## src/rtl/core/wsga_pkg.sv

```systemverilog
`default_nettype none
package wsga_pkg;

  localparam int NUM_CAMPAIGNS = 64;
  localparam int OPEN_WINDOWS  = 8;
  localparam int MAX_WORLD     = 16;
  localparam int CAMP_W        = 6;
  localparam int SLOT_W        = 3;
  localparam int POS_W         = 4;
  localparam int ENTRY_W       = SLOT_W + CAMP_W;
  localparam int DIV_STEPS     = 32;

  // register indexes
  localparam logic [0:0] REG_WORLD_SIZE = 1'b0;
  localparam logic [0:0] REG_NODE_RANK  = 1'b1;

  typedef struct packed {
    logic [31:0] seq_id;
    logic [5:0]  campaign_id;
    logic [31:0] slice_count;
    logic [31:0] slice_latency;
  } in_item_t;

  typedef struct packed {
    logic [31:0] window_id;
    logic [5:0]  out_campaign;
    logic [31:0] total_count;
    logic [31:0] max_latency;
    logic        last;
  } out_item_t;

  // classified slice handed from front to back
  typedef struct packed {
    logic [31:0]       wid;
    logic [POS_W-1:0]  pos;
    logic [SLOT_W-1:0] slot;
    logic [CAMP_W-1:0] camp;
    logic [31:0]       cnt;
    logic [31:0]       lat;
  } work_t;

  typedef enum logic [1:0] {
    FR_IDLE,
    FR_DIV,
    FR_MUL,
    FR_PUSH
  } front_state_t;

  typedef enum logic [2:0] {
    BK_IDLE,
    BK_CHECK,
    BK_RMW,
    BK_SCAN,
    BK_READ,
    BK_EMIT
  } back_state_t;

endpackage
`default_nettype wire

```

## src/rtl/core/wsga_queue.sv

```systemverilog
`default_nettype none
module wsga_queue (
  input  wire              clk,
  input  wire              rst,
  input  wire              push,
  input  wsga_pkg::work_t  push_data,
  output logic             full,
  input  wire              pop,
  output logic             nonempty,
  output wsga_pkg::work_t  head
);
  import wsga_pkg::*;

  work_t      mem [4];
  logic [1:0] wr_ptr, rd_ptr;
  logic [2:0] fill;

  assign full     = (fill == 3'd4);
  assign nonempty = (fill != 3'd0);
  assign head     = mem[rd_ptr];

  // storage
  always_ff @(posedge clk) begin
    if (push) mem[wr_ptr] <= push_data;
  end

  // pointers
  always_ff @(posedge clk) begin
    if (rst) begin
      wr_ptr <= 2'd0;
      rd_ptr <= 2'd0;
      fill   <= 3'd0;
    end else begin
      if (push) wr_ptr <= wr_ptr + 2'd1;
      if (pop) rd_ptr <= rd_ptr + 2'd1;
      fill <= fill + {2'd0, push} - {2'd0, pop};
    end
  end

  assert property (@(posedge clk) disable iff (rst) full |-> !push)
    else $error("push into full queue");
  assert property (@(posedge clk) disable iff (rst) !nonempty |-> !pop)
    else $error("pop from empty queue");
  assert property (@(posedge clk) disable iff (rst) fill <= 3'd4)
    else $error("queue fill overflow");

endmodule
`default_nettype wire

```

## config.mk

```make
export PLATFORM = sky130hd
export DESIGN_NAME = wsga_queue
export DESIGN_NICKNAME = d
export VERILOG_FILES = /design/src/rtl/core/wsga_pkg.sv /design/src/rtl/core/wsga_queue.sv
export SDC_FILE = /design/constraint.sdc
export NUM_CORES = 1
export LEC_CHECK = 0
export BUFFER_PORTS_ARGS = -buffer_cell sky130_fd_sc_hd__buf_2
export CAP_MARGIN = 20
export CORE_MARGIN = 8
export CORE_UTILIZATION = 48
export DETAILED_ROUTE_END_ITERATION = 16
export PLACE_DENSITY = 0.71
export SYNTH_ARGS = -nofsm -noshare
export SYNTH_HDL_FRONTEND = slang
export SYNTH_SLANG_ARGS = --single-unit
```

## constraint.sdc

```tcl
create_clock -name clk -period 6.8 [get_ports clk]
set_clock_uncertainty 0.15 [all_clocks]
set_input_delay 1.36 -clock clk [delete_from_list [all_inputs] [get_ports clk]]
set_output_delay 1.36 -clock clk [all_outputs]
set_load 0.1 [all_outputs]
```

======== Word level (Yosys, flattened, before mapping) ========
Memories as Yosys holds them, arrays and structs flattened. A register that Yosys moved wholly into a read port is not among the register bits.
Cells that the tools add are included.
storage, ports and cells
  register bits ........................... 7
  bits in writable memories ............... 436
  word-level logic and storage cells ...... 14
  memories kept ........................... 1
operators by class
  $add $sub $neg .......................... 4
  equality and inequality tests ........... 1
  muxes and demuxes ....................... 4
  reduce and logical (&&, ||, !) cells .... 1
memory list
  name  words  bits a word  rd ports  clocked after Yosys merged registers in  wr ports  RTL line          source
  mem   4      109          1         1                                        1         wsga_queue.sv:14  work_t mem [4];
operators by type and width
  operator                                     count
  adder 2 x 1 -> 2 bit, second input constant  2
  2-to-1 mux 2 bit                             2
  adder 3 x 1 -> 3 bit                         1
  equality test 3 bit, second input constant   1
  nonzero test 3 bit                           1
  subtractor 3 x 1 -> 3 bit                    1
  2-to-1 mux 1 bit                             2

======== Longest topological paths before layout ========
Gate-level depths: netlist of the first run.
  word-level depth ........................ 3
  gate-level depth with buffers ........... 7
  mapped depth without buffers ............ 7

======== Worst setup path before layout of the first run ========
OpenSTA, ideal clock, no wires.
  kind .................................... input -> register
  start point ............................. input port push
  end point ............................... memory mem[0][0] (netlist name) (enable)
  data arrival time ....................... 3.869 ns
  required time ........................... 6.170 ns
  path slack .............................. 2.300 ns
  cell stages on the path ................. 1
  cell sequence ........................... and2_1
between the ends
  longest elaborated chain between the ends .. 2
ends and longest elaborated chain
  what                                    RTL line          source
  from (decl)                             wsga_queue.sv:5   input wire push,
  2-to-1 mux 1 bit                        wsga_queue.sv:24  if (push) mem[wr_ptr] <= push_data;
  2-to-1 mux 1 bit (not written as such)  wsga_queue.sv:24
  to (decl)                               wsga_queue.sv:14
No other way between the ends.

==> metrics list, run 1 <==
- Kind of start point of the critical path: flip-flop
* Xor/xnor cell area share of the yosys netlist: 0.256%
* Critical path data arrival time: 2.76 ns
* Highest attainable clock frequency: 0.234 GHz
* WL/cell: 22.7 microns
- The number of antenna violations at the first check in global routing came to 7.
* Setup repair after global routing missed its margin: false
- Path type of the worst min-delay path: flip-flop to flip-flop
- Summed over all instances, the cell type with the most area after synthesis is sky130_fd_sc_hd__edfxtp_1.
* Ports placed on the boundary: 224
- DR top layer: met5
- Clock-pin slew was measured on the worst setup and hold paths at 0.06 ns.
* Least setup slack across all paths after layout: 2.53 ns
* Outcome: finished clean
- Entering global routing, the biggest net connects 68 pins.
- After detailed routing, the number of vias per cell comes to 5.31.
- Fill cell total of the finished layout: 2445
- Worst reg2reg path startpoint: wr_ptr[0]
* Initial core utilization: 48.4%
- In the global route stage, overall resource usage came out at 15.3%.
* Synth Area in Compound Gates: 0.0931%
* Number of flip-flops and latches in the synthesized netlist: 445
* Post-Synth Simple-Gate Area: 0.473%
- The region available for standard cell placement spans 33300 sq um.
- Yosys Warn Count: 0
* Transition at the pin with the smallest max-transition slack: 0.966 ns
- Post-Syn Instances: 611
- Cell chosen for the clock root: sky130_fd_sc_hd__clkbuf_16
* CTS tree: done
- Setup violations, final: 0
- The routed design uses 15.3 mm of met2 wire.
* Post-Synth Adder-Cell Area: 0.590%
- Post-CTS repair changed the size of 0 cells.
- The portion of synthesized area spent on multiplexers is 15.3%.
- The floorplan has 67 rows.
- After detailed placement, the design holds a cell count of 1270.
* Combined area of the multi-input logic cells: 2700 sq um
* Most used flip-flop cell after synthesis: sky130_fd_sc_hd__edfxtp_1
* Startpoint of the tightest hold check path: rd_ptr[0]
- Cell area after technology mapping: 16100 sq um
- The final max-slew violation count came to 0.
- By area, the combinational part of the netlist is dominated by multiplexers.
* Layout cell share with drive strength beyond 1: 45.0%
- Counting every net in the synthesized netlist gives 731.
- Register area: 13300 sq um
* Worst-case vdd ir drop: 0.255 mV
- The number of hold violations in the final report is 0.
- Clock sinks: 445
- In the routed design, unresolved DRC markers number 0.
- Floorplan die area: 39700 sq um
* Final cell count without fillers: 1353
* X dimension of the die: 199 microns
* Final Routed Wirelength: 30.7 mm
- Count of different cell masters after synthesis: 21
- The first global-routing pass estimated 45.9 mm of wire.
- In this run the static leakage power is 6.42 nW.
- For the worst setup path, the data required time is 5.29 ns.
* Sequential area share after synthesis: 82.3%
* Worst slew margin relative to its limit: 35.6%
- Detailed-route wire length on metal 1: 12.5 mm
- The net count of the finished layout is 988.
* Number of buffers on the longest clock path: 3
- Period utilisation layout: 62.7%
- Peak fanout along the critical path: 53
- A synthesized cell averages 26.4 sq um.
* Total of buffers placed on input and output ports: 223
- Number of clock buffers inserted by TritonCTS: 44
- Post-detailed-placement half-perimeter wirelength: 18.6 mm
* Core occupancy in the finished layout: 57.5%
- Category of the most critical setup path: flip-flop to primary output
- The smallest clock period supported by the final layout is computed as 4.27 ns.
- Setup TNS after final layout: 0 ns
- Compared with the post-synthesis result, the final layout area differs by 18.7%.
- In this run the vertical extent of the chip is 199 microns.
* Largest cells by area after synthesis: sky130_fd_sc_hd__edfxtp_1 81%, sky130_fd_sc_hd__mux4_2 15%, sky130_fd_sc_hd__dfxtp_1 1.1%
- Placer Congestion: 0.713
- Vias: 7178
- Metal3 WL: 2.37 mm
- Post-CTS Setup Inserts: 0
- Dividing total power by cell area gives a power density of 350 nW/um^2.
- For this block, the initial DRC count from the detailed router was 369.
* Post-synth EDFFs: 436
- Clock network latency to the later pin of the worst-skew pair: 0.53 ns
- The synthesized design devotes to its leading area cell type 81.2% of total area.
- Grt ovf: 0
* Count of nets left with antenna violations after detail routing: 0
* Count of TritonRoute iterations in the first routing pass: 4
- The H-tree was split into 2 levels.
* Hold_buf cts: 0
- Worst slack at placement: 3.01 ns
- Number of global-route vias before repair: 7675
- Across the run, the number of max-cap violations was 0.
* Async SR Flop Fraction: 0%
- Capturing element type of the critical path: primary output
critical path, cell delays in order, from the launching register on:
cell,delay (ns)
sky130_fd_sc_hd__dfxtp_4,0.88
sky130_fd_sc_hd__buf_4,0.55
sky130_fd_sc_hd__mux4_2,0.32
sky130_fd_sc_hd__buf_2,0.44
cells by family (layout without fill, tap and decap cells):
kind of cell    count (synthesis)  in the layout
flops                         445            445
buf+inv                        30            321
mux                           110            110
fa+ha+maj                       7              7
compound gates                  2              2
xor+xnor                        3              3
simple gates                   14             14
other cells                     0              3
through the flow:
stage / hold WS, ns / area [sq um] / power (mW)
5_1_grt: 0.408 / 19100 / 6.90
3_5_place_dp: 0.393 / 17800 / 4.51
4_1_cts: 0.402 / 19100 / 6.77
2_1_floorplan: 0.342 / 16100 / 4.28
6_report: 0.399 / 19100 / 6.70
3_3_place_gp: 0.359 / 17800 / 4.50
cell type report:
cell class / count / area share [%]
Sequential cell: 445 / 69.4
Multi-Input combinational cell: 136 / 14.1
Timing Repair Buffer: 235 / 6.37
Clock buffer: 57 / 6.01
Tap cell: 448 / 2.93
Clock inverter: 23 / 1.03
Inverter: 6 / 0.118
Antenna cell: 3 / 0.0392
metal layers:
layer | vias up | track usage [%]
li1 | 3154 | -
met1 | 3735 | 19.9
met2 | 217 | 25.2
met3 | 60 | 4.34
met4 | 12 | 4.12
met5 | - | 0
cells in the final DEF (no fill, tap or decap):
master / instances
sky130_fd_sc_hd__buf_12: 1
sky130_fd_sc_hd__clkinv_1: 12
sky130_fd_sc_hd__clkbuf_1: 13
sky130_fd_sc_hd__xnor2_1: 2
sky130_fd_sc_hd__bufinv_16: 3
sky130_fd_sc_hd__and2_4: 4
sky130_fd_sc_hd__buf_2: 223
sky130_fd_sc_hd__ha_1: 6
sky130_fd_sc_hd__mux4_2: 109
sky130_fd_sc_hd__nor2b_1: 2
sky130_fd_sc_hd__xor3_1: 1
sky130_fd_sc_hd__mux2i_1: 1
sky130_fd_sc_hd__clkinv_4: 2
sky130_fd_sc_hd__clkinv_2: 4
sky130_fd_sc_hd__clkbuf_16: 44
sky130_fd_sc_hd__diode_2: 3
sky130_fd_sc_hd__nor2_1: 5
sky130_fd_sc_hd__edfxtp_1: 436
sky130_fd_sc_hd__or3_1: 1
sky130_fd_sc_hd__inv_1: 6
sky130_fd_sc_hd__clkinv_8: 1
sky130_fd_sc_hd__a21oi_1: 1
sky130_fd_sc_hd__and3_1: 1
sky130_fd_sc_hd__buf_4: 11
sky130_fd_sc_hd__dfxtp_1: 7
sky130_fd_sc_hd__inv_6: 1
sky130_fd_sc_hd__a21bo_2: 1
sky130_fd_sc_hd__nand3b_1: 1
sky130_fd_sc_hd__dfxtp_4: 2
sky130_fd_sc_hd__fa_1: 1
cells in the mapped netlist, drive strengths merged (2+ instances only):
master / number
and2: 4
buf: 15
clkbuf: 9
dfxtp: 9
edfxtp: 436
ha: 6
inv: 6
mux4: 109
nor2: 5
nor2b: 2
xnor2: 2
where the power goes:
| part | switching [mW] | total, mW | internal, mW |
|---|---|---|---|
| clock network | 0.949 | 2.26 | 1.31 |
| logic | 0.988 | 1.24 | 0.257 |
| registers | 0.0399 | 3.19 | 3.15 |
worst paths after layout:
check / slack, ns / cells past startpoint / endpoint
worst max-delay path: 2.53 / 3 / head[93]
worst min-delay path: 0.40 / 2 / flip-flop
worst max register to register: 4.48 / 3 / mem[3][99]
worst min register to register: 0.40 / 2 / flip-flop
registers in the layout, summed over array words and instances, names as in the netlist, named ones only:
| name | count |
|---|---|
| fill | 3 |
| mem | 436 |
| rd_ptr | 2 |
| wr_ptr | 2 |
Power figures use the tool's default switching activity.
==> run 2, diff against run 1 <==
clock period = 4.15 ns   (was 6.8 ns; I/O delays follow)
==> run 2 against run 1 <==
Die area unchanged. Register-to-register slack worse by 2.4 ns. Sequential cell count unchanged. Largest cell class unchanged.
==> metrics list, run 2 (same netlist as run 1, synthesis figures left out) <==
- Total power for the finished layout comes to 11.1 mW.
- The first detailed-routing pass ran for 4 iterations.
- Number of max-cap violations: 0
* Most common cell after layout, fill and taps aside: sky130_fd_sc_hd__edfxtp_1
- For this configuration, the core starts out at a cell density of 48.4%.
- CTS built an H-tree with a depth of 2.
- Pin count of the biggest net entering global routing: 73
- Total of buffers placed on input and output ports: 223
* Outcome: finished clean
- Number of flip-flops in the largest register: 436
* Synthesis-to-layout area growth: 19.8%
- After detailed routing, the average wire length per cell comes to 22.7 microns.
- The clock net in this run drives a total of 445 sinks.
- VDD sags by at most 0.563 mV.
- In the routed design, unresolved DRC markers number 0.
- Critical path data arrival time: 2.53 ns
- Number of clock buffers inserted by TritonCTS: 44
- First-pass GRT wire length: 46.4 mm
- Counting tap cells, the placed design contains a total of 1275 instances.
* Reg clk slew, reported paths: 0.06 ns
- Final Routed Wirelength: 30.8 mm
- Clock network latency to the later pin of the worst-skew pair: 0.54 ns
* Layout cell share with drive strength beyond 1: 45.7%
- Ranked by flip-flop count, first place goes to mem.
- The die covers 39700 sq um.
- In this run the worst setup path terminates at head[99].
- Ports placed on the boundary: 224
- Period utilisation layout: 84.6%
- Mean number of vias per cell: 5.29
- The min-delay analysis places its worst path in the category input port to flip-flop.
- Worst-path cell chain: buf_12, mux4_2, buf_2
- The count of cells in the finished layout, fillers not included, comes to 1356.
* Hold_buf cts: 0
* Category of the most critical setup path: flip-flop to primary output
- Crit-path max cell delay: 0.65 ns
- The worst pin sits at a relative slew slack of 51.7%.
- TritonCTS built the clock tree.
- For this design the ratio of total power to cell area is 577 nW/um^2.
- Largest registers: mem: 436 flops, fill: 3 flops
- Measured along the y axis, the die boundary spans 199 microns.
- Peak fanout along the critical path: 40
* Capture instance of the worst register-to-register path: mem[1][16]
* Aggregate global-route resource usage: 15.5%
- Vias: 7179
- Time the worst path needs with I/O delays and setup: 3.51 ns
- Core occupancy in the finished layout: 58.0%
* Number of cell rows: 67
* Setup repair after global routing missed its margin: false
- STA classifies the critical path startpoint as a flip-flop.
- Highest attainable clock frequency: 0.285 GHz
* Layout Nets: 993
- Worst endpoint required time: 3.17 ns
- Post-detailed-placement half-perimeter wirelength: 19.0 mm
- After filler insertion, the fill cell instance count of the layout stands at 2420.
* Setup TNS after final layout: 0 ns
- The startpoint identified for the worst register-to-register timing path is wr_ptr[0].
- Setup violations, final: 0
* CP delay by family, top: buffers and inverters
- Combined area of the multi-input logic cells: 2700 sq um
- Final-report hold violation count: 0
- For this run the aggregate overflow at the end of global routing stands at 0.
- Core Area: 33300 sq um
* Placer Congestion: 0.710
- In this run the clock root is driven by a sky130_fd_sc_hd__clkbuf_16.
- Slowest cell on crit path: sky130_fd_sc_hd__dfxtp_4
- At the pin with the least slew margin, the transition time is 0.725 ns.
- The final max-slew violation count came to 0.
- Counting buffers and inverters, the worst setup path is 3 cells deep.
- In the layout the commonest cells are 436 x sky130_fd_sc_hd__edfxtp_1, 223 x sky130_fd_sc_hd__buf_2, 109 x sky130_fd_sc_hd__mux4_2.
- Leakage dissipation: 6.49 nW
- The sequential cells in the finished layout cover a total of 13300 sq um.
- Post-CTS Setup Inserts: 0
- Number of instances resized during post-cts repair: 0
* Count of nets left with antenna violations after detail routing: 0
- Drt first-iter violations: 456
- The critical path contains buffers and inverters numbering 2 combined.
- Setup slack on the worst flop-to-flop path: 2.11 ns
- X dimension of the die: 199 microns
- Counting cells, the worst reg-to-reg path comes to 3.
* Number of buffers on the longest clock path: 3
- Number of antenna violations at the first check in global routing: 5
- Capturing element type of the critical path: primary output
- The via count of the first global-routing pass was 7789.
-- run 2: layout make-up --
class	instances	share of cell area [%]
inverters	6	0.117
multi-input cells	136	14.0
flip-flops and latches	445	68.8
repair buffers	240	6.90
diodes	3	0.0389
well taps	448	2.90
clock inverters	19	1.14
clock buffers	59	6.11
-- run 2: per-stage QoR --
step / area [sq um] / worst slack (ns) / hold slack [ns]
2_1_floorplan: 16100 / 0.180 / 0.342
3_3_place_gp: 17900 / 1.17 / 0.348
3_5_place_dp: 17900 / 1.16 / 0.394
4_1_cts: 19300 / 0.551 / 0.316
5_1_grt: 19300 / 0.472 / 0.320
6_report: 19300 / 0.641 / 0.344
-- run 2: how the worst min path moves through the flow --
stage                        from         end  slack, ns  depth (start not counted)
floorplan               rd_ptr[1]   flip-flop       0.34                          2
global placement        rd_ptr[1]   flip-flop       0.35                          2
detailed placement      rd_ptr[1]   flip-flop       0.39                          2
CTS                 push_data[76]  mem[2][76]       0.32                          1
global route        push_data[76]  mem[1][76]       0.32                          1
finish              push_data[87]  mem[2][87]       0.34                          1
-- run 2: where the power goes --
part	switching, mW	internal [mW]	leakage [nW]
clock network	1.54	2.30	0.684
registers	0.0742	5.17	4.08
logic	1.62	0.435	1.73
-- run 2: layer usage --
metal	global-route usage [%]	vias up	wire, microns	part of all wire [%]
li1	-	3161	-	-
met1	19.7	3783	12400	40
met2	26.3	184	15800	51
met3	4.14	45	2130	6.9
met4	4.25	6	525	1.7
met5	0	-	37	0.12
==> run 3, diff against run 2 <==
clock period = 3.3 ns   (was 4.15 ns; I/O delays follow)
==> run 3 against run 2 <==
Sequential cell count is the same. Die area is the same. Count of clock-buffer cells in the layout shrank 3. Design area grew 0.41%. First-iteration DRC count shrank 10%. Critical path type unchanged.
==> metrics list, run 3 (same netlist as run 1, synthesis figures left out) <==
- Final cell count without fillers: 1361
* Largest registers: mem: 436 flops, fill: 3 flops
* Number of cell rows: 67
- Summing all placed instances gives a cell area of 18000 sq um.
* Worst-case vdd ir drop: 0.518 mV
- The clock passes through at most 3 buffers.
* Tightest hold margin: 0.189 ns
- Reg clk slew, reported paths: 0.06 ns
- First-pass GRT wire length: 45.9 mm
- Setup violations remaining at the end of the flow were counted as 0.
* Post-detailed-route DRC marker count: 0
- Post-layout total power: 13.9 mW
- In the final design database the tool counted 996 nets.
* Aggregate global-route resource usage: 15.3%
- The analysis attributes to cell leakage a power of 6.51 nW.
- For this run, global-route usage on met2 was measured as 24.3%.
- Highest attainable clock frequency: 0.327 GHz
- Mean number of vias per cell: 5.30
- Setup repair after global routing missed its margin: false
* Number of instances resized during post-cts repair: 0
* Initial core utilization: 48.4%
- In this run the number of H-tree levels came out at 2.
* Grt ovf: 0
- Number of flip-flops in the largest register: 436
- Met3 Resource Use GR: 5.09%
- TritonCTS built the clock tree.
- At the pin with the least slew margin, the transition time is 0.587 ns.
- Least setup slack across all paths after layout: 0.243 ns
- Cell chosen for the clock root: sky130_fd_sc_hd__clkbuf_16
- Kind of start point of the critical path: flip-flop
- Placed cell count: 1278
* Worst endpoint required time: 2.49 ns
- The largest single stage delay on the critical path is 0.57 ns.
- The number of hold violations in the final report came to 0.
- Synthesis-to-layout area growth: 20.2%
* Number of clock buffers inserted by TritonCTS: 44
- The global routing stage identified its most utilized layer as met2.
- Final Routed Wirelength: 30.4 mm
- The clock net in this run drives a total of 445 sinks.
- X dimension of the die: 199 microns
- Setup TNS after final layout: 0 ns
- Slowest cell on crit path: sky130_fd_sc_hd__mux4_2
- The worst register-to-register path begins at wr_ptr[0].
- Max-cap violations in this run came to 0.
- Of all nets on the critical path, the largest fanout is 42.
- The final max-slew violation count was 0.
* Pin count of the biggest net entering global routing: 51
- Ports placed on the boundary: 224
* Critical path data arrival time: 2.25 ns
- Core occupancy in the finished layout: 58.2%
- Post-CTS Setup Inserts: 0
* Final cell area excluding filler cells: 19400 sq um
* Worst slew margin relative to its limit: 60.9%
- The first detailed-routing pass took 4 iterations.
- The final critical path takes up 92.6% of the cycle.
* Die Ht: 199 microns
* Most common cell after layout, fill and taps aside: sky130_fd_sc_hd__edfxtp_1
- The routed layout has 7214 vias.
- In this design, the largest share of critical-path delay is due to buffers and inverters.
- In this run the power density over the cells is 715 nW/um^2.
- Count of nets left with antenna violations after detail routing: 0
- The via count of the first global-routing pass came to 7779.
* Hold_buf cts: 0
* Post-detailed-placement half-perimeter wirelength: 19.5 mm
- The die covers 39700 sq um.
* Drt first-iter violations: 409
- Number of antenna violations at the first check in global routing: 7
- Startpoint of the tightest hold check path: push_data[30]
* Total of buffers placed on input and output ports: 223
- WL/cell: 22.3 microns
- Before CTS, the worst setup slack after placement is 0.755 ns.
- At the end of routability-driven placement, the weighted congestion stood at 0.686.
* Core Area: 33300 sq um
- The library cells used most frequently in the layout, excluding fill and tap cells, are 436 x sky130_fd_sc_hd__edfxtp_1, 223 x sky130_fd_sc_hd__buf_2, 109 x sky130_fd_sc_hd__mux4_2.
* Time the worst path needs with I/O delays and setup: 3.06 ns
* Critical path buffers and inverters: 2
* Register with the highest flop count: mem
* Met1 usage: 20.2%
- The signal on the critical path passes through buf_12, mux4_2, buf_2.
- Capturing element type of the critical path: primary output
- Outcome: finished clean
- The critical path is of the flip-flop to primary output type.
- Clock network latency to the later pin of the worst-skew pair: 0.53 ns
* Layout cell share with drive strength beyond 1: 45.8%
- The tightest min-delay check is of the input port to flip-flop type.
## run 3: cell count changes in the layout (fill, tap and decap cells not counted), sizes merged
cell      previous run  this run
clkbuf              59        56
clkinv              12        19
clkinvlp             0         1
bufinv               5         3
inv                  8         7
buf                240       243
## run 3: per-layer routing
metal / up-vias / wire, microns
met5: - / 63
met4: 10 / 586
met3: 48 / 2680
met2: 226 / 14400
met1: 3751 / 12600
li1: 3179 / -
## run 3: worst paths after layout
| check | end | slack [ns] | cells after the start |
|---|---|---|---|
| setup / recovery | head[16] | 0.24 | 3 |
| setup reg to reg | mem[2][1] | 1.35 | 4 |
| hold reg to reg | flip-flop | 0.39 | 2 |
| hold / removal | mem[2][30] | 0.19 | 1 |
## run 3: layout make-up
cell class | count | area [sq um]
Antenna cell | 3 | 7.51
Clock buffer | 56 | 1170
Clock inverter | 24 | 188
Fill cell | 2410 | 13900
Inverter | 6 | 22.5
Multi-Input combinational cell | 136 | 2700
Sequential cell | 445 | 13300
Tap cell | 448 | 561
Timing Repair Buffer | 243 | 1450
## run 3: where the power goes
| group | total, mW | internal (mW) | leakage (nW) | switching, mW |
|---|---|---|---|---|
| logic | 2.61 | 0.560 | 1.77 | 2.05 |
| clock network | 4.68 | 2.73 | 0.663 | 1.95 |
| registers | 6.57 | 6.50 | 4.08 | 0.0708 |
