[config.mk]
export PLATFORM = sky130hd
export DESIGN_NAME = wsga_front
export DESIGN_NICKNAME = d
export VERILOG_FILES = /design/src/rtl/core/wsga_pkg.sv /design/src/rtl/core/wsga_front.sv
export SDC_FILE = /design/constraint.sdc
export NUM_CORES = 1
export LEC_CHECK = 0
export ABC_AREA = 1
export BUFFER_PORTS_ARGS = -buffer_cell sky130_fd_sc_hd__buf_4
export CORE_MARGIN = 5
export CORE_UTILIZATION = 45
export CTS_BUF_LIST = sky130_fd_sc_hd__clkbuf_4 sky130_fd_sc_hd__clkbuf_8
export DETAILED_ROUTE_END_ITERATION = 7
export GPL_ROUTABILITY_DRIVEN = 0
export PLACE_DENSITY_LB_ADDON = 0.08
export RECOVER_POWER = 25
export SETUP_SLACK_MARGIN = 0.2
export SLEW_MARGIN = 5
export SYNTH_ARGS = -nofsm -noshare
export SYNTH_HDL_FRONTEND = slang
export SYNTH_SLANG_ARGS = --single-unit
[constraint.sdc]
create_clock -name clk -period 11 [get_ports clk]
set_clock_uncertainty 0.1 [all_clocks]
set_input_delay 2.2 -clock clk [delete_from_list [all_inputs] [get_ports clk]]
set_output_delay 2.2 -clock clk [all_outputs]
set_load 0.01 [all_outputs]
[src/rtl/core/wsga_pkg.sv]
`default_nettype none
package wsga_pkg;

  localparam int NUM_CAMPAIGNS = 64;
  localparam int OPEN_WINDOWS  = 8;
  localparam int MAX_WORLD     = 16;
  localparam int CAMP_W        = 6;
  localparam int SLOT_W        = 3;
  localparam int POS_W         = 4;
  localparam int ENTRY_W       = SLOT_W + CAMP_W;
  localparam int DIV_STEPS     = 32;

  // register indexes
  localparam logic [0:0] REG_WORLD_SIZE = 1'b0;
  localparam logic [0:0] REG_NODE_RANK  = 1'b1;

  typedef struct packed {
    logic [31:0] seq_id;
    logic [5:0]  campaign_id;
    logic [31:0] slice_count;
    logic [31:0] slice_latency;
  } in_item_t;

  typedef struct packed {
    logic [31:0] window_id;
    logic [5:0]  out_campaign;
    logic [31:0] total_count;
    logic [31:0] max_latency;
    logic        last;
  } out_item_t;

  // classified slice handed from front to back
  typedef struct packed {
    logic [31:0]       wid;
    logic [POS_W-1:0]  pos;
    logic [SLOT_W-1:0] slot;
    logic [CAMP_W-1:0] camp;
    logic [31:0]       cnt;
    logic [31:0]       lat;
  } work_t;

  typedef enum logic [1:0] {
    FR_IDLE,
    FR_DIV,
    FR_MUL,
    FR_PUSH
  } front_state_t;

  typedef enum logic [2:0] {
    BK_IDLE,
    BK_CHECK,
    BK_RMW,
    BK_SCAN,
    BK_READ,
    BK_EMIT
  } back_state_t;

endpackage
`default_nettype wire

[src/rtl/core/wsga_front.sv]
`default_nettype none
module wsga_front (
  input  wire                  clk,
  input  wire                  rst,
  input  wire                  in_valid,
  output logic                 in_stall,
  input  wsga_pkg::in_item_t   in_data,
  input  wire  [4:0]           world_size,
  input  wire  [3:0]           node_rank,
  output logic                 push,
  output wsga_pkg::work_t      push_data,
  input  wire                  q_full
);
  import wsga_pkg::*;

  front_state_t state, state_next;
  in_item_t     item;
  logic [4:0]   w_eff;
  logic [31:0]  quot;
  logic [31:0]  rem;
  logic [31:0]  dividend;
  logic [5:0]   step;
  logic [31:0]  wid;
  logic [32:0]  rem_try;
  logic         accept;

  // effective world size, clamped to 1..MAX_WORLD
  always_comb begin
    if (world_size == 5'd0) w_eff = 5'd1;
    else if (world_size > 5'(MAX_WORLD)) w_eff = 5'(MAX_WORLD);
    else w_eff = world_size;
  end

  assign accept  = in_valid && !in_stall;
  assign rem_try = {rem[31:0], dividend[31]} - {28'd0, w_eff};

  // next state
  always_comb begin
    state_next = state;
    case (state)
      FR_IDLE: begin
        if (accept && in_data.seq_id >= {28'd0, node_rank}
            && 32'(in_data.campaign_id) < 32'(NUM_CAMPAIGNS)) state_next = FR_DIV;
      end
      FR_DIV:  if (step == 6'(DIV_STEPS - 1)) state_next = FR_MUL;
      FR_MUL:  state_next = FR_PUSH;
      FR_PUSH: if (!q_full) state_next = FR_IDLE;
      default: state_next = FR_IDLE;
    endcase
  end

  // outputs
  always_comb begin
    in_stall = (state != FR_IDLE);
    push     = (state == FR_PUSH) && !q_full;
    push_data.wid  = wid;
    push_data.pos  = POS_W'(item.seq_id - wid);
    push_data.slot = quot[SLOT_W-1:0];
    push_data.camp = item.campaign_id;
    push_data.cnt  = item.slice_count;
    push_data.lat  = item.slice_latency;
  end

  always_ff @(posedge clk) begin
    if (rst) state <= FR_IDLE;
    else state <= state_next;
  end

  // restoring divider, one quotient bit a cycle
  always_ff @(posedge clk) begin
    case (state)
      FR_IDLE: begin
        item     <= in_data;
        dividend <= in_data.seq_id - {28'd0, node_rank};
        rem      <= 32'd0;
        quot     <= 32'd0;
        step     <= 6'd0;
      end
      FR_DIV: begin
        step     <= step + 6'd1;
        dividend <= {dividend[30:0], 1'b0};
        if (!rem_try[32]) begin
          rem  <= rem_try[31:0];
          quot <= {quot[30:0], 1'b1};
        end else begin
          rem  <= {rem[30:0], dividend[31]};
          quot <= {quot[30:0], 1'b0};
        end
      end
      FR_MUL: wid <= 32'(quot * {27'd0, w_eff}) + {28'd0, node_rank};
      default: ;
    endcase
  end

endmodule
`default_nettype wire

After elaboration in Yosys (flattened, before gate mapping)
Cells that the tools add are included.

Input port bits: 115. Output and inout port bits: 111. Register bits: 210.

Reduce and logical (&&, ||, !) cells: 10. Add/subtract/negate cells: 5. Multiply operators: 1. Multiplexer cells: 12. Eq/ne operators: 7. $lt $le $gt $ge: 2.

Operators with widths (count): $pmux 32 s2 (3); $sub 33x5->33 (1); $add 32x4->32 (1); $ge 32x4->1 (1); $mul 32x5->32 (1); $mux 32 (1); $sub 32x4->32 (1); $pmux 6 s2 (1); $mux 5 (2); $pmux 2 s4 (1); $add 6x1->6 const B (1); $eq 6x5->1 const B (1); $mux 2 (3); $ne 2x2->1 const B (3); $gt 5x5->1 const B (1); $logic_not 5->1 (1); $eq 2x2->1 const B (2); $reduce_bool 2->1 (2); $sub 4x4->4 (1); $logic_and 1x1->1 (3); $reduce_and 3->1 (1); $eq 2x1->1 const B (1); $logic_not 1->1 (2); $logic_not 2->1 (1); $mux 1 (1).

Depth between registers and ports, before layout
Gate-level depths: netlist of the first run.

Word-level depth: 6. Depth in mapped cells: 24. Depth with buffers taken out: 24.

Worst setup path after synthesis of the first run
No wires, ideal clock.

Kind: input -> register. From: input world_size[4]. To: register wid[19], data pin. Buffers on the path: 2. Stages on the path: 19. Path slack: 4683 ps. Data required time: 10648 ps. Arrival time: 5965 ps. Cell sequence: clkbuf_1 nand2_1 nand2_1 clkbuf_1 nor2_1 fa_1 fa_1 inv_1 fa_1 inv_1 ha_1 a21oi_1 nor2_1 o21ai_0 nand3_1 a21oi_1 inv_1 nand2_1 nand2_1.

Word-level cells in the longest chain between the ends: 5. Elaborated cells between the ends (all ways): 6.

Ends and longest elaborated chain: from (decl) (line wsga_front.sv:8) `input wire [4:0] world_size,`; $gt 5x5->1 (line wsga_front.sv:30) `else if (world_size > 5'(MAX_WORLD)) w_eff = 5'(MAX_WORLD);`; $mux 5 (line wsga_front.sv:30); $mux 5 (*) (line wsga_front.sv:29) `if (world_size == 5'd0) w_eff = 5'd1;`; $mul 32x5->32 (*) (line wsga_front.sv:90) `FR_MUL: wid <= 32'(quot * {27'd0, w_eff}) + {28'd0, node_rank};`; $add 32x4->32 (*) (line wsga_front.sv:90); to (signal assigned) (line wsga_front.sv:90); to (decl) (line wsga_front.sv:23) `logic [31:0] wid;`.

Every way passes the cells marked *; elsewhere a longest branch is shown, timed or not. A chain may end at the register's enable or synchronous reset.

Final worst setup path of the first run
Ends and elaborated chain as after synthesis.

==> results of run 1 <==
[registers in the layout, indices dropped and copies added (netlist names)]
signal,flops
state,2
wid,32
item,4
quot,32
dividend,32
step,6
push_data,70
rem,32
[worst max-delay path, stage by stage]
cell,delay [ns]
sky130_fd_sc_hd__buf_4,0.22
sky130_fd_sc_hd__nor2_1,0.31
sky130_fd_sc_hd__clkinv_1,0.75
sky130_fd_sc_hd__nor2_1,0.40
sky130_fd_sc_hd__fa_1,0.49
sky130_fd_sc_hd__fa_1,0.55
sky130_fd_sc_hd__inv_1,0.06
sky130_fd_sc_hd__fa_1,0.53
sky130_fd_sc_hd__inv_1,0.04
sky130_fd_sc_hd__ha_1,0.35
sky130_fd_sc_hd__a21oi_1,0.30
sky130_fd_sc_hd__nor2_1,0.10
sky130_fd_sc_hd__o21ai_0,0.23
sky130_fd_sc_hd__nand3_1,0.19
sky130_fd_sc_hd__a21oi_1,0.21
sky130_fd_sc_hd__inv_1,0.06
sky130_fd_sc_hd__nand2_1,0.05
sky130_fd_sc_hd__nand2_1,0.04
[layout make-up]
type	instances	area (µm²)	area share
inverters	375	1410	0.0764
repair buffers	229	1710	0.0927
clock buffers	49	618	0.0335
flip-flops and latches	210	6290	0.341
well taps	461	577	0.0313
multi-input cells	1234	7640	0.415
clock inverters	25	185	0.0101
[power by group through the flow]
stage	clock, mW	sequential (mW)	combinational (mW)
global route	0.864	1.65	2.53
CTS	0.825	1.59	2.25
finish	0.792	1.61	2.22
global placement	0	1.59	2.21
detailed placement	0	1.60	2.23
floorplan	0	1.59	1.60
[stage by stage]
step,area (µm²),hold slack (ns),power (mW)
after floorplan,16000,0.393,3.19
after global placement,17700,0.403,3.81
after detailed placement,17700,0.411,3.83
after CTS,18500,0.415,4.66
after global routing,18400,0.425,5.04
final,18400,0.423,4.62
[cells in the final DEF, fill, tap and decap left out, drive strengths merged]
master / Yosys / layout
a21boi: 1 / 1
a21o: 4 / 4
a21oi: 76 / 76
a31oi: 8 / 8
and3: 1 / 1
buf: 86 / 214
bufinv: 0 / 2
clkbuf: 20 / 64
clkinv: 2 / 20
clkinvlp: 0 / 1
dfxtp: 2 / 2
edfxtp: 208 / 208
fa: 89 / 89
ha: 79 / 79
inv: 373 / 377
nand2: 433 / 433
nand3: 108 / 108
nand3b: 11 / 11
nand4: 17 / 17
nor2: 283 / 283
nor3: 13 / 13
nor4: 2 / 2
o21a: 4 / 4
o21ai: 45 / 45
o21bai: 9 / 9
o31ai: 1 / 1
o41ai: 1 / 1
or2: 3 / 3
xnor2: 17 / 17
xor2: 29 / 29
[path summary, 6_finish.rpt]
check / to / slack (ns) / cells past startpoint
setup / recovery: wid[19] / 4.13 / 18
hold / removal: dividend[25] / 0.42 / 2
setup reg to reg: state[0] / 6.50 / 6
hold reg to reg: dividend[25] / 0.42 / 2
[metal layers]
| layer | track usage | vias to the layer above |
|---|---|---|
| met4 | 0.0519 | 2 |
| met5 | 0 | - |
| li1 | - | 6298 |
| met1 | 0.271 | 5889 |
| met3 | 0.0451 | 53 |
| met2 | 0.332 | 307 |
[logic make-up (layout without fill, tap and decap cells)]
| group | after synthesis | after routing |
|---|---|---|
| adders and majority gates | 168 | 168 |
| AOI/OAI and AO/OA | 149 | 149 |
| DFF | 210 | 210 |
| and+or+nand+nor | 871 | 871 |
| buffers and inverters | 481 | 678 |
| xor gates and xnor gates | 46 | 46 |
==> key figures, run 1 <==
Status
  • Result of the run: finished, violations left
  • Violations in the final reports: capacitance limit, slew limit

Critical path
  • Largest driver fanout on the critical path: 32
  • Worst EP required: 11.25 ns
  • Startpoint class of the critical path: input pin
  • Endpoint arrival time on the critical path: 7.12 ns
  • Critical path class: in2reg
  • Timing startpoint of the critical path: world_size[4]
  • Worst R2R Start: state[0]
  • Worst setup EP type: register

Hold path
  • Hold Crit Start: dividend[24]
  • Tightest Hold Check Type: reg2reg

Die
  • Number of rows created at floorplan: 69
  • Placeable core region: 35400 µm²
  • Area enclosed by the die boundary: 39500 µm²
  • Top-Level Pins: around 230
  • Die width: 199 µm
  • Height of the die: 199 µm
  • Effective utilization at floorplan: 0.453

Yosys
  • Ys async rst share: 0
  • Seq/Total Area, Yosys: 0.392
  • Mux share of post-synthesis cell area: 0
  • Area of the mapped netlist: 16000 µm²
  • EDFF count, synth: 208
  • Mapped Avg Cell Area: 8.33 µm²
  • Xor-xnor portion of the synthesized cell area: 0.0251
  • Synthesized-area fraction occupied by ao, oa, aoi and oai cells: 0.0526
  • Adder-cell share of the synthesized area: 0.173
  • Synth Flop Type: sky130_fd_sc_hd__edfxtp_1
  • Biggest area consumer among synthesized cells: sky130_fd_sc_hd__edfxtp_1
  • Post-Syn Nets: 2208
  • Main combinational cell family by area after synthesis: simple AND/OR/NAND/NOR gates
  • Flop and latch count out of synthesis: 210
  • Basic-gate share of the synthesized area counting and, or, nand and nor cells: 0.226
  • Most used standard cell by instance count after synthesis: sky130_fd_sc_hd__nand2_1
  • Synth area leaders: sky130_fd_sc_hd__edfxtp_1, sky130_fd_sc_hd__fa_1, sky130_fd_sc_hd__nand2_1
  • Number of distinct library cell variants in the gate-level netlist after synthesis: 42
  • List of most frequent post-synthesis cells: sky130_fd_sc_hd__nand2_1, sky130_fd_sc_hd__inv_1, sky130_fd_sc_hd__nor2_1, sky130_fd_sc_hd__edfxtp_1, sky130_fd_sc_hd__nand3_1
  • Gate Count Post-Synth: approximately 1.9k
  • Share of the synthesized area in the top cell type: 0.389
  • Number of warnings issued by yosys: 0

Cells and area
  • Post-route core utilization: 0.521
  • Number of antenna diodes: 0
  • Cell Count, Final, Fillers Out: about 2.6k
  • Nets: 2373
  • Synth-to-layout area growth: 14.8%
  • Share of post-route cells with drive strength above 1: 0.156
  • Fill cell instance count of the final layout: ~3.4k

Place
  • Cell count after placement: 2509
  • Number of buffers inserted by port buffering: 225
  • Pre-CTS setup slack: 3.49 ns
  • Hpwl dp: just over 30000 µm

STA
  • Summed negative setup slack over all endpoints: 0 ns
  • Final number of max-transition violations: 284
  • Normalized max-slew margin: -1.78
  • Number of hold-slack violations in the final timing report: 0
  • Slew at the pin closest to its max-slew limit: 4.17 ns
  • Post-layout minimum cycle time: around 7 ns
  • Final worst-path cycle share: 0.624
  • Post-route setup slack: 4.13 ns
  • Number of setup violations in the final report: 0
  • Setup repair after global routing missed its margin: false
  • Top achievable clock speed: 146 MHz

Global routing
  • First-pass GRT wire length: 64100 µm
  • Number of antenna violations at the first check in global routing: 1
  • Overall fraction of global-route tracks in use: 0.201
  • Via count of the first global-routing pass: 12.6k
  • Total congestion overflow after global routing: 0
  • Maximum number of pins on one net before global-route repair: 77

Power and ir drop
  • Combinational power share: 0.481
  • Proportion of power drawn by flip-flops and latches: 0.348
  • Power per Cell Area: 251 nW/µm²
  • Switching component of the power: 2.00 mW
  • Maximum resistive drop on vdd: 0.000338 V
  • Static Leak: 9.08 nW
  • Switching part of the total: 0.433
  • Power share of the clock group: 0.171
  • Pint: 2.62 mW

Route
  • Antenna viol nets, final: 0
  • Top Layer Used: met5
  • Total wire length after detailed routing: 39600 µm
  • Routed wire length on met3: 2390 µm
  • DRC: 0
  • Initial detailed-routing violation count: 727
  • Detailed-router iteration count before antenna repair: 5
  • Number of vias in the routed layout: between 10k and 15k
  • Met2 routed wirelength: 18400 µm
  • Vias per std cell: between 4 and 5
  • Wire length on met1: 18000 µm
  • Drt wl/cell: about 15 µm

CTS
  • CTS H-tree depth: 2
  • Buffers from clock root to sink, at most: 3
  • Root Driver: sky130_fd_sc_hd__clkbuf_8
  • Post-CTS clock slew at the launch and capture registers of the worst setup and hold paths: around 0.06 ns
  • # Post-CTS Setup Buffers: 0
  • Total of hold buffers inserted after clock tree synthesis: 0
  • Skew-Pair Late Insertion Delay: 0.59 ns
  • Post-cts resize count: 0
  • # clock sinks: 210
  • CTS tree: done
  • CTS buffer count: 40

Flow run
  • Count of max-cap constraint violations: 5
Note: power is estimated with default switching activity, not from simulation.
==> inputs of run 2 (changes only) <==
==> constraint.sdc (replaced) <==
create_clock -name clk -period 7.03 [get_ports clk]
set_clock_uncertainty 0.1 [all_clocks]
set_input_delay 1.406 -clock clk [delete_from_list [all_inputs] [get_ports clk]]
set_output_delay 1.406 -clock clk [all_outputs]
set_load 0.01 [all_outputs]
==> key figures, run 2 (synthesis gave the netlist of run 1 again) <==
Critical path
  • Worst setup EP type: register
  • Largest driver fanout on the critical path: 32
  • Critical path class: in2reg
  • Slowest library cell on the worst path: sky130_fd_sc_hd__fa_1
  • Top cell family by delay on the critical path: adder cells
  • Worst EP required: 7.28 ns
  • Delay of the slowest critical-path stage: approximately 0.54 ns
  • Cells traversed along the worst timing path: buf_4, nor2_1, clkinv_1, nor2_1, fa_1, fa_1, inv_1, fa_1, inv_1, ha_1, a21oi_1, nor2_1, o21ai_0, nand3_1, a21oi_1, inv_1, nand2_1, nand2_1
  • Endpoint arrival time on the critical path: around 6.0 ns
  • Startpoint class of the critical path: input pin
  • WP buf/inv: 5

Power and ir drop
  • Static Leak: 9.06 nW
  • Power share of the clock group: 0.168
  • Power per Cell Area: approximately 390 nW/µm²
  • Switching component of the power: 3.10 mW
  • Pint: slightly above 4 mW
  • Maximum resistive drop on vdd: 0.000569 V
  • Proportion of power drawn by flip-flops and latches: 0.348
  • Combinational power share: 0.485
  • Switching part of the total: 0.433

STA
  • Summed negative setup slack over all endpoints: 0 ns
  • Post-layout minimum cycle time: 5.75 ns
  • Setup repair after global routing missed its margin: false
  • Final worst-path cycle share: 0.818
  • Top achievable clock speed: 174 MHz
  • Number of hold-slack violations in the final timing report: 0
  • Final number of max-transition violations: 110
  • Slew at the pin closest to its max-slew limit: 3.36 ns
  • Normalized max-slew margin: -1.24
  • Number of setup violations in the final report: 0

Route
  • Detailed-router iteration count before antenna repair: 7
  • DRC: 0
  • Total wire length after detailed routing: between 30000 and 40000 µm
  • Vias per std cell: 4.85
  • Antenna viol nets, final: 0
  • Number of vias in the routed layout: 12.5k
  • Drt wl/cell: 15.3 µm
  • Initial detailed-routing violation count: 690

Die
  • Number of rows created at floorplan: 69
  • Top-Level Pins: 226
  • Die width: 199 µm
  • Effective utilization at floorplan: 0.453
  • Placeable core region: 35400 µm²
  • Area enclosed by the die boundary: 39500 µm²
  • Height of the die: 199 µm

Global routing
  • Maximum number of pins on one net before global-route repair: 77
  • First-pass GRT wire length: ~64000 µm
  • Total congestion overflow after global routing: 0
  • Via count of the first global-routing pass: roughly 13k
  • Number of antenna violations at the first check in global routing: 1
  • Overall fraction of global-route tracks in use: 0.202

CTS
  • Post-CTS clock slew at the launch and capture registers of the worst setup and hold paths: 0.07 ns
  • # Post-CTS Setup Buffers: 0
  • CTS buffer count: 40
  • # clock sinks: 210
  • CTS H-tree depth: 2
  • Buffers from clock root to sink, at most: 3
  • Skew-Pair Late Insertion Delay: 0.59 ns
  • Total of hold buffers inserted after clock tree synthesis: 0
  • Root Driver: sky130_fd_sc_hd__clkbuf_8
  • CTS tree: done
  • Post-cts resize count: 0

Cells and area
  • Most common library cell in the layout ignoring fill and taps: sky130_fd_sc_hd__nand2_1
  • Most used cells in the layout excluding fill and tap cells: sky130_fd_sc_hd__nand2_1, sky130_fd_sc_hd__inv_1, sky130_fd_sc_hd__nor2_1, sky130_fd_sc_hd__edfxtp_1, sky130_fd_sc_hd__buf_4
  • Nets: 2376
  • Post-layout instance area: ~18000 µm²
  • Fill cell instance count of the final layout: 3448
  • Share of post-route cells with drive strength above 1: 0.156
  • Synth-to-layout area growth: 14.9%
  • Flip-flop count of the largest register after layout: 70
  • Number of antenna diodes: 0

Flow run
  • Count of max-cap constraint violations: 2

Place
  • Instance area at placement: between 15000 and 20000 µm²
  • Number of buffers inserted by port buffering: 225
  • Hpwl dp: 30700 µm

Status
  • Result of the run: finished, violations left
  • Violations in the final reports: capacitance limit, slew limit

Hold path
  • Tightest Hold Check Type: reg2reg
run 2: cell count changes in the layout (fill, tap and decap cells not counted), sizes merged:
| cell | before | now |
|---|---|---|
| clkinv | 20 | 13 |
| bufinv | 2 | 1 |
| inv | 377 | 376 |
| buf | 214 | 157 |
| clkbuf | 64 | 131 |
run 2: power by group through the flow:
stage / sequential [mW] / clock [mW] / combinational, mW
6_report: 2.49 / 1.20 / 3.47
2_1_floorplan: 2.49 / 0 / 2.51
4_1_cts: 2.49 / 1.25 / 3.51
5_1_grt: 2.55 / 1.31 / 3.94
3_3_place_gp: 2.50 / 0 / 3.46
3_5_place_dp: 2.51 / 0 / 3.49
run 2: worst min-delay path, stage by stage (launching register included):
cell and delay (ns):
sky130_fd_sc_hd__edfxtp_1 0.31, sky130_fd_sc_hd__nand2_1 0.05, sky130_fd_sc_hd__nand2_1 0.06
run 2: metal layers:
layer,up-vias,track usage,share of wire
met4,0,0.0585,0.025
met5,-,0,0
li1,6311,-,-
met2,328,0.331,0.46
met3,72,0.0386,0.058
met1,5832,0.275,0.45
run 2: stage by stage:
step	setup slack, ns	instances	hold slack [ns]	power, mW	util
floorplan	1.51	1925	0.393	5.00	-
global placement	0.756	2512	0.400	5.96	0.499
detailed placement	0.678	2512	0.404	6.00	0.499
CTS	1.35	2584	0.420	7.25	0.521
global route	1.00	2584	0.434	7.80	0.521
finish	1.28	2584	0.417	7.16	0.521
run 2: cell type report:
class	count	area, µm²	share of cell area
multi-input combinational	1234	7660	0.416
clock inverter	16	105	0.00570
timing repair buffer	232	1730	0.0937
inverter	375	1410	0.0764
tap	461	577	0.0313
clock buffer	56	671	0.0364
sequential	210	6290	0.341
run 2: worst paths after layout:
kind / startpoint / end / slack [ns] / cells past startpoint
max: world_size[4] / wid[19] / 1.28 / 18
min: dividend[16] / dividend[17] / 0.42 / 2
max reg2reg: state[1] / quot[29] / 1.72 / 7
min reg2reg: dividend[16] / dividend[17] / 0.42 / 2
==> inputs of run 3 (changes only) <==
==> constraint.sdc (replaced) <==
create_clock -name clk -period 5.86 [get_ports clk]
set_clock_uncertainty 0.1 [all_clocks]
set_input_delay 1.172 -clock clk [delete_from_list [all_inputs] [get_ports clk]]
set_output_delay 1.172 -clock clk [all_outputs]
set_load 0.01 [all_outputs]
==> key figures, run 3 (synthesis gave the netlist of run 1 again) <==
Hold path
  • Hold Crit Start: dividend[30]
  • Tightest Hold Check Type: reg2reg
  • Number of stages on the worst hold path: 2
  • WHS Endpoint: dividend[31]

Route
  • Total wire length after detailed routing: roughly 40000 µm
  • Detailed-router iteration count before antenna repair: 5
  • Drt wl/cell: between 15 and 20 µm
  • Antenna viol nets, final: 0
  • Number of vias in the routed layout: around 13k
  • Vias per std cell: 4.88
  • Initial detailed-routing violation count: 722
  • DRC: 0

CTS
  • Total of hold buffers inserted after clock tree synthesis: 0
  • Buffers from clock root to sink, at most: 3
  • Root Driver: sky130_fd_sc_hd__clkbuf_8
  • # Post-CTS Setup Buffers: 0
  • Skew-Pair Late Insertion Delay: 0.59 ns
  • Post-CTS clock slew at the launch and capture registers of the worst setup and hold paths: ~0.06 ns
  • # clock sinks: 210
  • CTS buffer count: 40
  • Post-cts resize count: 0
  • CTS H-tree depth: 2
  • CTS tree: done

Critical path
  • Worst reg2reg path depth: 18
  • Most prevalent standard cell on the critical path: sky130_fd_sc_hd__nand2_1
  • WP buf/inv: 5
  • Largest driver fanout on the critical path: 28
  • Top cell family by delay on the critical path: adder cells
  • Worst R2R Start: quot[2]
  • Worst-case register-to-register setup slack: 1.62 ns
  • Worst setup EP type: register
  • Endpoint arrival time on the critical path: 5.19 ns
  • Slowest library cell on the worst path: sky130_fd_sc_hd__fa_1
  • Reg-to-reg critical path endpoint: wid[28]
  • Logic depth of the worst path, buffers included: 21
  • Critical path class: in2reg
  • Delay of the slowest critical-path stage: 0.55 ns
  • Cells traversed along the worst timing path: buf_4, nor2_1, nand3_1, nand2_1, nand2_1, buf_12, nor2_1, fa_1, fa_1, inv_1, fa_1, inv_1, ha_1, a21oi_1, nor2_1, o21ai_0, nand3_1, a21oi_1, inv_1, nand2_1, nand2_1
  • Worst EP required: 6.09 ns
  • Startpoint class of the critical path: input pin

Power and ir drop
  • Total power draw: 8.70 mW
  • Static Leak: 9.14 nW
  • Power per Cell Area: 468 nW/µm²
  • Maximum resistive drop on vdd: 0.000736 V

Cells and area
  • Nets: 2384
  • Fill cell instance count of the final layout: 3429
  • Share of post-route cells with drive strength above 1: 0.161
  • Synth-to-layout area growth: 15.9%
  • Number of antenna diodes: 0
  • Most common library cell in the layout ignoring fill and taps: sky130_fd_sc_hd__nand2_1
  • Post-route core utilization: 0.525
  • Most used cells in the layout excluding fill and tap cells: sky130_fd_sc_hd__nand2_1, sky130_fd_sc_hd__inv_1, sky130_fd_sc_hd__nor2_1, sky130_fd_sc_hd__edfxtp_1, sky130_fd_sc_hd__buf_4
  • Flip-flop count of the largest register after layout: 70

STA
  • Post-route setup slack: 0.907 ns
  • Number of hold-slack violations in the final timing report: 0
  • Fin Hold WS: just over 0.4 ns
  • Summed negative setup slack over all endpoints: 0 ns
  • Setup repair after global routing missed its margin: false
  • Top achievable clock speed: 202 MHz
  • Final worst-path cycle share: 0.845
  • Final number of max-transition violations: 109
  • Slew at the pin closest to its max-slew limit: between 3 and 4 ns
  • Normalized max-slew margin: -1.22
  • Number of setup violations in the final report: 0
  • Post-layout minimum cycle time: approximately 5.0 ns

Place
  • Pre-CTS setup slack: slightly below 0.4 ns
  • Hpwl dp: 30700 µm
  • Number of buffers inserted by port buffering: about 230

Global routing
  • Total congestion overflow after global routing: 0
  • Number of antenna violations at the first check in global routing: 0
  • Overall fraction of global-route tracks in use: 0.203
  • Maximum number of pins on one net before global-route repair: 77
  • Via count of the first global-routing pass: 12.8k
  • First-pass GRT wire length: 64700 µm

Die
  • Placeable core region: 35400 µm²
  • Effective utilization at floorplan: 0.453
  • Top-Level Pins: 226
  • Number of rows created at floorplan: 69
  • Die width: 199 µm
  • Height of the die: 199 µm
  • Area enclosed by the die boundary: 39500 µm²

Flow run
  • Count of max-cap constraint violations: 2

Status
  • Violations in the final reports: capacitance limit, slew limit
  • Result of the run: finished, violations left
## run 3: worst min-delay path, delay by kind of cell, from the launching register on
family / cells / cell delay (ns)
AND/OR/NAND/NOR: 2 / 0.10
flip-flops: 1 / 0.31
## run 3: how the worst max path moves through the flow
| stage | start | end | slack, ns |
|---|---|---|---|
| 6_report | world_size[0] | wid[19] | 0.91 |
| 5_1_grt | world_size[0] | wid[19] | 0.66 |
| 4_1_cts | world_size[4] | wid[19] | 1.00 |
| 3_5_place_dp | world_size[4] | wid[19] | 0.39 |
| 3_3_place_gp | world_size[0] | wid[19] | 0.44 |
| 2_1_floorplan | state[0] | dividend[0] | 0.41 |
## run 3: through the flow
stage / area, µm² / std cells
6_report: 18600 / 2592
5_1_grt: 18600 / 2592
4_1_cts: 18600 / 2592
3_5_place_dp: 17800 / 2520
3_3_place_gp: 17800 / 2520
2_1_floorplan: 16000 / 1925
## run 3: layout make-up
type | count | area (µm²) | share of cell area
well taps | 461 | 577 | 0.0310
multi-input cells | 1234 | 7660 | 0.412
repair buffers | 240 | 1830 | 0.0986
inverters | 375 | 1410 | 0.0757
flip-flops and latches | 210 | 6290 | 0.338
clock inverters | 14 | 130 | 0.00700
clock buffers | 58 | 692 | 0.0372
## run 3: power by group
part           internal, mW  switching (mW)
logic                  1.46            2.75
clock network         0.853           0.663
registers              2.64           0.329
total                  4.95            3.74
## run 3: routing by layer
metal  part of all wire  up-vias  routed length [µm]  track usage
met5                  0        -                   0            0
met4              0.025        0                 998       0.0575
met3              0.066       72                2610       0.0413
met2               0.46      379               18300        0.334
met1               0.45     5867               17900        0.275
li1                   -     6323                   -            -
